File: config.mk
export PLATFORM = sky130hd
export DESIGN_NAME = range_add_difference_array
export DESIGN_NICKNAME = d
export VERILOG_FILES = /design/src/sv/rada_pkg.sv /design/src/sv/rada_mem.sv /design/src/sv/rada_seq.sv /design/src/sv/range_add_difference_array.sv
export VERILOG_INCLUDE_DIRS = /design/src /design/src/sv
export SDC_FILE = /design/constraint.sdc
export NUM_CORES = 2
export LEC_CHECK = 0
export BUFFER_PORTS_ARGS = -buffer_cell sky130_fd_sc_hd__buf_2
export CAP_MARGIN = 0
export CORE_MARGIN = 3
export CORE_UTILIZATION = 30
export DETAILED_ROUTE_END_ITERATION = 8
export GPL_ROUTABILITY_DRIVEN = 0
export GPL_TIMING_DRIVEN = 1
export PLACE_DENSITY = 0.43
export SETUP_SLACK_MARGIN = 0.5
export SYNTH_ARGS = -nofsm -noshare
export SYNTH_HDL_FRONTEND = slang
export SYNTH_SLANG_ARGS = --single-unit
export TNS_END_PERCENT = 1
File: constraint.sdc
create_clock -name clk_i -period 10.15 [get_ports clk_i]
set_clock_uncertainty 0.2 [all_clocks]
set_input_delay 0.5075 -clock clk_i [delete_from_list [all_inputs] [get_ports clk_i]]
set_output_delay 0.5075 -clock clk_i [all_outputs]
set_load 0.01 [all_outputs]
File: src/sv/range_add_difference_array_defines.svh
// Assertion macros for the difference-array engine.
// Both sample on clk_i and are switched off while rst_ni is low.
`ifndef RANGE_ADD_DIFFERENCE_ARRAY_DEFINES_SVH
`define RANGE_ADD_DIFFERENCE_ARRAY_DEFINES_SVH

// Same-cycle implication
`define RADA_ASSERT_NOW(label, ante, cons) \
  label: assert property (@(posedge clk_i) disable iff (!rst_ni) (ante) |-> (cons)) \
    else $error("rada: check failed");

// Next-cycle implication
`define RADA_ASSERT_NEXT(label, ante, cons) \
  label: assert property (@(posedge clk_i) disable iff (!rst_ni) (ante) |=> (cons)) \
    else $error("rada: check failed");

`endif

File: src/sv/rada_pkg.sv
`default_nettype none
package rada_pkg;

  // Field widths fixed by the item format
  localparam int unsigned IDX_W  = 6;
  localparam int unsigned LEN_W  = 7;
  localparam int unsigned DATA_W = 32;
  localparam int unsigned FUNC_W = 2;

  // Function codes
  localparam logic [FUNC_W-1:0] FUNC_LOAD = 2'd0;
  localparam logic [FUNC_W-1:0] FUNC_ADD  = 2'd1;
  localparam logic [FUNC_W-1:0] FUNC_READ = 2'd2;

  // Status codes
  localparam logic STATUS_OK  = 1'b0;
  localparam logic STATUS_ERR = 1'b1;

  // Request from the sequencer to the store
  typedef struct packed {
    logic              we;
    logic [IDX_W-1:0]  waddr;
    logic [DATA_W-1:0] wdata;
    logic              re;
    logic [IDX_W-1:0]  raddr;
  } mem_req_t;

endpackage
`default_nettype wire

File: src/sv/rada_mem.sv
`default_nettype none
module rada_mem #(
  parameter int unsigned DEPTH = 64
) (
  input  logic                            clk_i,
  input  rada_pkg::mem_req_t              req_i,
  output logic [rada_pkg::DATA_W-1:0]     rdata_o
);
  import rada_pkg::*;

  localparam int unsigned AW = $clog2(DEPTH);

  logic [DATA_W-1:0] mem_q [DEPTH];
  logic [DATA_W-1:0] rdata_q;

  // One write port, one read port, registered read data
  always_ff @(posedge clk_i) begin
    if (req_i.we) begin
      mem_q[req_i.waddr[AW-1:0]] <= req_i.wdata;
    end
    if (req_i.re) begin
      rdata_q <= mem_q[req_i.raddr[AW-1:0]];
    end
  end

  assign rdata_o = rdata_q;

endmodule
`default_nettype wire

File: src/sv/rada_seq.sv
`default_nettype none
module rada_seq (
  input  logic                              clk_i,
  input  logic                              rst_ni,
  input  logic                              start_i,
  output logic                              busy_o,
  input  logic [rada_pkg::FUNC_W-1:0]       func_i,
  input  logic [rada_pkg::IDX_W-1:0]        start_index_i,
  input  logic [rada_pkg::IDX_W-1:0]        end_index_i,
  input  logic signed [rada_pkg::DATA_W-1:0] operand_value_i,
  input  logic [rada_pkg::LEN_W-1:0]        len_i,
  output rada_pkg::mem_req_t                req_o,
  input  logic [rada_pkg::DATA_W-1:0]       rdata_i,
  output logic                              result_valid_o,
  output logic [rada_pkg::IDX_W-1:0]        out_index_o,
  output logic signed [rada_pkg::DATA_W-1:0] out_value_o,
  output logic                              last_flag_o,
  output logic                              status_o
);
  import rada_pkg::*;

  typedef enum logic [1:0] {
    ST_IDLE,
    ST_ADD_LO,
    ST_ADD_HI,
    ST_READ
  } state_e;

  state_e            state_q;
  logic [IDX_W-1:0]  s_q;
  logic [IDX_W-1:0]  e_q;
  logic [DATA_W-1:0] v_q;
  logic              end_upd_q;
  logic [DATA_W-1:0] prev_q;
  logic [IDX_W-1:0]  cnt_q;
  logic              valid_q;
  logic [IDX_W-1:0]  idx_q;
  logic [DATA_W-1:0] val_q;
  logic              last_q;
  logic              status_q;

  logic              accept;
  logic              load_ok;
  logic              range_ok;
  logic              end_upd;
  logic [IDX_W-1:0]  e_next;
  logic [DATA_W-1:0] sum;
  logic              cnt_last;

  assign accept = start_i && (state_q == ST_IDLE);

  // Index checks against the effective length
  assign load_ok  = {1'b0, start_index_i} < len_i;
  assign range_ok = ({1'b0, start_index_i} < len_i) && ({1'b0, end_index_i} < len_i) &&
                    (start_index_i <= end_index_i);
  assign end_upd  = ({1'b0, end_index_i} + LEN_W'(1)) < len_i;
  assign e_next   = e_q + IDX_W'(1);

  // Readout accumulator and end-of-run test
  assign sum      = val_q + rdata_i;
  assign cnt_last = ({1'b0, cnt_q} + LEN_W'(1)) == len_i;

  // Store requests
  always_comb begin
    req_o = '0;
    unique case (state_q)
      ST_IDLE: begin
        if (accept) begin
          if (func_i == FUNC_LOAD && load_ok) begin
            req_o.we    = 1'b1;
            req_o.waddr = start_index_i;
            req_o.wdata = (start_index_i == '0) ? operand_value_i
                                                : operand_value_i - prev_q;
          end else if (func_i == FUNC_ADD && range_ok) begin
            req_o.re    = 1'b1;
            req_o.raddr = start_index_i;
          end else if (func_i == FUNC_READ) begin
            req_o.re    = 1'b1;
            req_o.raddr = '0;
          end
        end
      end
      ST_ADD_LO: begin
        req_o.we    = 1'b1;
        req_o.waddr = s_q;
        req_o.wdata = rdata_i + v_q;
        req_o.re    = end_upd_q;
        req_o.raddr = e_next;
      end
      ST_ADD_HI: begin
        req_o.we    = 1'b1;
        req_o.waddr = e_next;
        req_o.wdata = rdata_i - v_q;
      end
      ST_READ: begin
        req_o.re    = 1'b1;
        req_o.raddr = cnt_q + IDX_W'(1);
      end
      default: req_o = '0;
    endcase
  end

  // Sequencer state and registered result
  always_ff @(posedge clk_i or negedge rst_ni) begin
    if (!rst_ni) begin
      state_q   <= ST_IDLE;
      s_q       <= '0;
      e_q       <= '0;
      v_q       <= '0;
      end_upd_q <= 1'b0;
      prev_q    <= '0;
      cnt_q     <= '0;
      valid_q   <= 1'b0;
      idx_q     <= '0;
      val_q     <= '0;
      last_q    <= 1'b0;
      status_q  <= STATUS_OK;
    end else begin
      valid_q <= 1'b0;
      unique case (state_q)
        ST_IDLE: begin
          if (accept) begin
            s_q       <= start_index_i;
            e_q       <= end_index_i;
            v_q       <= operand_value_i;
            end_upd_q <= end_upd;
            unique case (func_i)
              FUNC_LOAD: begin
                if (load_ok) begin
                  prev_q <= operand_value_i;
                end else begin
                  valid_q  <= 1'b1;
                  idx_q    <= '0;
                  val_q    <= '0;
                  last_q   <= 1'b0;
                  status_q <= STATUS_ERR;
                end
              end
              FUNC_ADD: begin
                if (range_ok) begin
                  state_q <= ST_ADD_LO;
                end else begin
                  valid_q  <= 1'b1;
                  idx_q    <= '0;
                  val_q    <= '0;
                  last_q   <= 1'b0;
                  status_q <= STATUS_ERR;
                end
              end
              FUNC_READ: begin
                state_q <= ST_READ;
                cnt_q   <= '0;
                val_q   <= '0;
              end
              default: begin
                valid_q  <= 1'b1;
                idx_q    <= '0;
                val_q    <= '0;
                last_q   <= 1'b0;
                status_q <= STATUS_ERR;
              end
            endcase
          end
        end
        ST_ADD_LO: begin
          state_q <= end_upd_q ? ST_ADD_HI : ST_IDLE;
        end
        ST_ADD_HI: begin
          state_q <= ST_IDLE;
        end
        ST_READ: begin
          valid_q  <= 1'b1;
          idx_q    <= cnt_q;
          val_q    <= sum;
          last_q   <= cnt_last;
          status_q <= STATUS_OK;
          cnt_q    <= cnt_q + IDX_W'(1);
          if (cnt_last) begin
            state_q <= ST_IDLE;
          end
        end
        default: state_q <= ST_IDLE;
      endcase
    end
  end

  assign busy_o         = (state_q != ST_IDLE);
  assign result_valid_o = valid_q;
  assign out_index_o    = idx_q;
  assign out_value_o    = val_q;
  assign last_flag_o    = last_q;
  assign status_o       = status_q;

endmodule
`default_nettype wire

File: src/sv/range_add_difference_array.sv
`default_nettype none
// Difference-array engine with range add and prefix-sum readout.
// Items: start is taken at a clock edge when busy is low; func_i selects
// load (0), range add (1) or readout (2). Results come out on
// result_valid_o for one cycle each with out_index_o, out_value_o,
// last_flag_o and status_o; the receiver cannot hold them off.
// used_length is written through cfg_we_i/cfg_wdata_i, by the user only while idle
// (the block does not enforce this); 0 acts as 1 and values above DEPTH act as DEPTH.
// Sequence, set by the registered read of the store and its read-modify-write:
//   load: no result, busy stays low.
//   range add: ST_ADD_LO, then ST_ADD_HI unless the end update falls past the
//     used length.
//   readout: L results, one per cycle, from ST_READ; busy until the last is registered.
//   bad index or unknown func: one error result the cycle after accept.
// Reset clears the sequencer, the previous-load value and sets used_length
// to 64; the store is not cleared and must be loaded before it is read.
module range_add_difference_array #(
  parameter int unsigned DEPTH = 64
) (
  input  logic                               clk_i,
  input  logic                               rst_ni,
  input  logic                               start,
  output logic                               busy,
  input  logic [rada_pkg::FUNC_W-1:0]        func_i,
  input  logic [rada_pkg::IDX_W-1:0]         start_index_i,
  input  logic [rada_pkg::IDX_W-1:0]         end_index_i,
  input  logic signed [rada_pkg::DATA_W-1:0] operand_value_i,
  input  logic                               cfg_we_i,
  input  logic [rada_pkg::LEN_W-1:0]         cfg_wdata_i,
  output logic                               result_valid_o,
  output logic [rada_pkg::IDX_W-1:0]         out_index_o,
  output logic signed [rada_pkg::DATA_W-1:0] out_value_o,
  output logic                               last_flag_o,
  output logic                               status_o
);
  import rada_pkg::*;

  `include "range_add_difference_array_defines.svh"

  logic [LEN_W-1:0]  used_len_q;
  logic [LEN_W-1:0]  eff_len;
  mem_req_t          req;
  logic [DATA_W-1:0] rdata;

  // used_length register
  always_ff @(posedge clk_i or negedge rst_ni) begin
    if (!rst_ni) begin
      used_len_q <= LEN_W'(64);
    end else if (cfg_we_i) begin
      used_len_q <= cfg_wdata_i;
    end
  end

  // Clamp to 1..DEPTH
  always_comb begin
    priority if (used_len_q == '0) begin
      eff_len = LEN_W'(1);
    end else if (used_len_q > LEN_W'(DEPTH)) begin
      eff_len = LEN_W'(DEPTH);
    end else begin
      eff_len = used_len_q;
    end
  end

  rada_seq u_seq (
    .clk_i           (clk_i),
    .rst_ni          (rst_ni),
    .start_i         (start),
    .busy_o          (busy),
    .func_i          (func_i),
    .start_index_i   (start_index_i),
    .end_index_i     (end_index_i),
    .operand_value_i (operand_value_i),
    .len_i           (eff_len),
    .req_o           (req),
    .rdata_i         (rdata),
    .result_valid_o  (result_valid_o),
    .out_index_o     (out_index_o),
    .out_value_o     (out_value_o),
    .last_flag_o     (last_flag_o),
    .status_o        (status_o)
  );

  rada_mem #(
    .DEPTH (DEPTH)
  ) u_mem (
    .clk_i   (clk_i),
    .req_i   (req),
    .rdata_o (rdata)
  );

  // Checks
  `RADA_ASSERT_NEXT(a_read_goes_busy, start && !busy && func_i == FUNC_READ, busy)
  `RADA_ASSERT_NOW(a_last_is_ok, result_valid_o && last_flag_o, status_o == STATUS_OK)
  `RADA_ASSERT_NOW(a_err_when_idle, result_valid_o && status_o == STATUS_ERR, !busy)
  `RADA_ASSERT_NOW(a_mid_run_busy, result_valid_o && status_o == STATUS_OK && !last_flag_o, busy)
  `RADA_ASSERT_NOW(a_no_wr_rd_clash, req.we && req.re, req.waddr != req.raddr)

endmodule
`default_nettype wire

==> results.json <==
{
  "timing.rr.start": "used_len_q[6]",
  "synth_top_area_share_pct": 67.3,
  "yosysTopAreaCell": "edfxtp_1",
  "grt_pass1_wl_um": 474000,
  "cts_buffers": 245,
  "grt_max_degree": 132,
  "die_h_um": 562,
  "drc": 0,
  "power.density_nw_per_um2": 396,
  "r2r_end": "u_mem.rdata_o[26]",
  "async_flop_share_pct": 6.01,
  "synth_cell_types": 93,
  "coreArea_um2": 307000,
  "finalInstanceArea_um2": 108000,
  "ys_seq_area_share_pct": 70.8,
  "hold_path_class": "primary input to register",
  "cts_setup_buffers": 0,
  "antenna_found_initial": 18,
  "worstSetupPathType": "register to register",
  "synth-edff-count": 2080,
  "clockBufferDepth": 4,
  "path_clk_slew_ns": 0.06,
  "clkSinkCount": 2213,
  "post_dp_cell_area_um2": 99300,
  "place_hpwl_um": 191000,
  "dr.pass1.iters": 6,
  "max_slew_margin_pct": -3.81,
  "finalSetupTns_ns": 0,
  "cp.arrival_ns": 7.39,
  "start_util_pct": 30.2,
  "synth_area_um2": 92900,
  "ctsHoldBuffers": 65,
  "drt_iter0_markers": 6278,
  "post-place-ws_ns": 3.32,
  "required_ns": 10.59,
  "p_leak_uw": 0.0363,
  "ant_nets": 0,
  "avgSynthCellArea_um2": 13.1,
  "drv_cap": 1,
  "gr-total-overflow": 0,
  "pin_count": 99,
  "synth_most_common_cell": "edfxtp_1",
  "rows": 203,
  "syn-num-nets": 7286,
  "h-tree-depth": 4,
  "final-hold-violation-count": 0,
  "end_kind": "register",
  "cts.repair.resized": 0,
  "dr_total_vias": 61800,
  "syn-instance-count": 7098,
  "tightest_slew_ns": 1.55,
  "cp_max_fo": 79,
  "synthTopCellsByArea": "edfxtp_1 67%, nand2_1 5.9%, dfrtp_1 3.6%",
  "synth_warnings": 0,
  "nets": 7456,
  "synthTopCellsByCount": "2,080 x edfxtp_1, 1,468 x nand2_1, 422 x nand3_1, 343 x o21ai_0, 294 x nor2_1",
  "die_width_um": 562,
  "finalSetupViolCount": 0,
  "port_buffers": 98,
  "met3_length_um": 20600,
  "first_global_vias": 59200,
  "cp-endpoint": "u_mem.rdata_o[26]",
  "wl_um": 340000,
  "dieArea_um2": 316000,
  "synthFlopType": "edfxtp_1",
  "rsz0062_at_grt": "no",
  "ir_worst_vdd_mv": 0.530,
  "timing.final.max_slew_violations": 2,
  "finalWorstSetupSlack_ns": 3.20,
  "clock_tree.root_cell": "clkbuf_16",
  "critPathLaunchType": "register",
  "cts_tree": "built",
  "violations": "capacitance limit, slew limit",
  "wire_per_inst_um": 29.3,
  "rrSetupSlack_ns": 3.20,
  "layout-drive-gt1-share_pct": 11.5,
  "track_usage_pct": 20.9,
  "status": "finished, violations left",
  "viasPerCell": 5.34,
  "reg2reg_depth": 15,
  "period_minus_slack_ns": 6.95,
  "ys_ff_latch": 2213,
  "top_layer": "met5",
  "drt-met1-wl_um": 149000,
  "clk_latency_ns": 0.95,
  "max_freq_mhz": 144,
  "wl_met2_um": 160000,
  "cp-startpoint": "used_len_q[6]",
  "synthToLayoutAreaGrowth_pct": 15.9,
  "fin_crit_sh_pct": 68.5,
  "holdWs_ns": 0.185
}
per-stage QoR:
step                      instances  utilization [%]  total power, µW
final                         11600             35.0            42600
after global routing          11600             35.0            44400
after CTS                     11600             35.0            42900
after detailed placement      11100             32.3            34300
after global placement        11100             32.3            34000
after floorplan                7098                -            24500
placed cells by master, fill, tap and decap left out, drive strengths merged, types with 11 or more instances in the layout:
cell type / synthesis / layout
bufinv: 0 / 14
o32ai: 27 / 27
clkinv: 1 / 134
a211oi: 16 / 16
a211o: 27 / 27
or3: 124 / 124
inv: 77 / 82
a21o: 39 / 39
nand2b: 21 / 21
a221oi: 24 / 24
o31ai: 24 / 24
a32oi: 205 / 205
nor2: 297 / 297
a22oi: 14 / 14
mux2i: 150 / 150
a21oi: 150 / 150
o2111ai: 13 / 13
nor3: 158 / 158
nand2: 1469 / 1469
o21a: 17 / 17
mux2: 49 / 49
nand3: 422 / 422
o21bai: 11 / 11
buf: 225 / 300
and2: 12 / 12
clkbuf: 216 / 286
a31oi: 76 / 76
dlygate4sd3: 0 / 64
xnor2: 77 / 77
dfrtp: 132 / 132
and3: 79 / 79
edfxtp: 2080 / 2080
o211ai: 56 / 56
o21ai: 357 / 357
nor2b: 11 / 11
xor2: 45 / 45
ha: 128 / 128
nand4: 159 / 159
per-layer routing:
| metal | track usage (%) | up-vias |
|---|---|---|
| met1 | 29.0 | 32300 |
| met2 | 34.1 | 2084 |
| met3 | 3.03 | 392 |
| met5 | 0 | - |
| met4 | 5.64 | 4 |
| li1 | - | 27100 |
cell families after synthesis:
logic type               count (synthesis)  share of synthesized area [%]
multiplexers                           199                           2.21
XOR/XNOR                               122                           1.15
buffers and inverters                  519                           2.38
flip-flops                            2213                           70.8
adder cells (fa/ha/maj)                131                           1.79
AO/OA/AOI/OAI                         1126                           8.27
AND/OR/NAND/NOR                       2788                           13.4
critical path, cell delays in order (launching register included):
cell and delay (ns):
dfstp_2 0.60, clkinv_1 0.23, nand2_1 0.22, ha_1 0.29, a21oi_1 0.18, a31oi_1 0.14, a21oi_2 0.17, and2_1 0.50
a31o_4 0.82, and3_4 0.71, buf_12 0.45, nand3_1 0.16, nand3_1 0.31, a311oi_1 0.09, a211oi_1 1.22, o2111ai_1 0.24
final cells by class:
class | instances | area [µm²]
fill | 29800 | 199000
sequential | 2213 | 65800
multi-input combinational | 4366 | 25900
clock buffer | 286 | 6330
tap | 4100 | 5130
timing repair buffer | 364 | 2860
clock inverter | 159 | 1280
inverter | 78 | 293
antenna | 9 | 22.5
how the worst min path moves through the flow:
| stage | from | to | slack [ns] | cells past startpoint |
|---|---|---|---|---|
| finish | operand_value_i[0] | u_seq.prev_q[0] | 0.18 | 3 |
| global route | operand_value_i[0] | u_seq.prev_q[0] | 0.16 | 3 |
| CTS | operand_value_i[1] | u_seq.prev_q[1] | 0.12 | 4 |
| detailed placement | u_seq.out_index_o[3] | u_seq.out_index_o[3] | 0.25 | 2 |
| global placement | u_seq.out_index_o[0] | u_seq.out_index_o[0] | 0.25 | 2 |
| floorplan | rst_ni | u_seq.cnt_q[0] | 0.01 | 0 |
registers in the layout, summed over array words and instances, names as in the netlist, 7 cells and up:
name,count
u_mem.mem_q,2048
u_mem.rdata_o,32
u_seq.out_value_o,32
u_seq.prev_q,32
u_seq.v_q,32
used_len_q,7
report_power, final:
group	switching, µW	internal [µW]
Sequential	606	14700
Combinational	14600	4130
Clock	3780	4800
No activity file was read; power rests on OpenSTA's default activity.
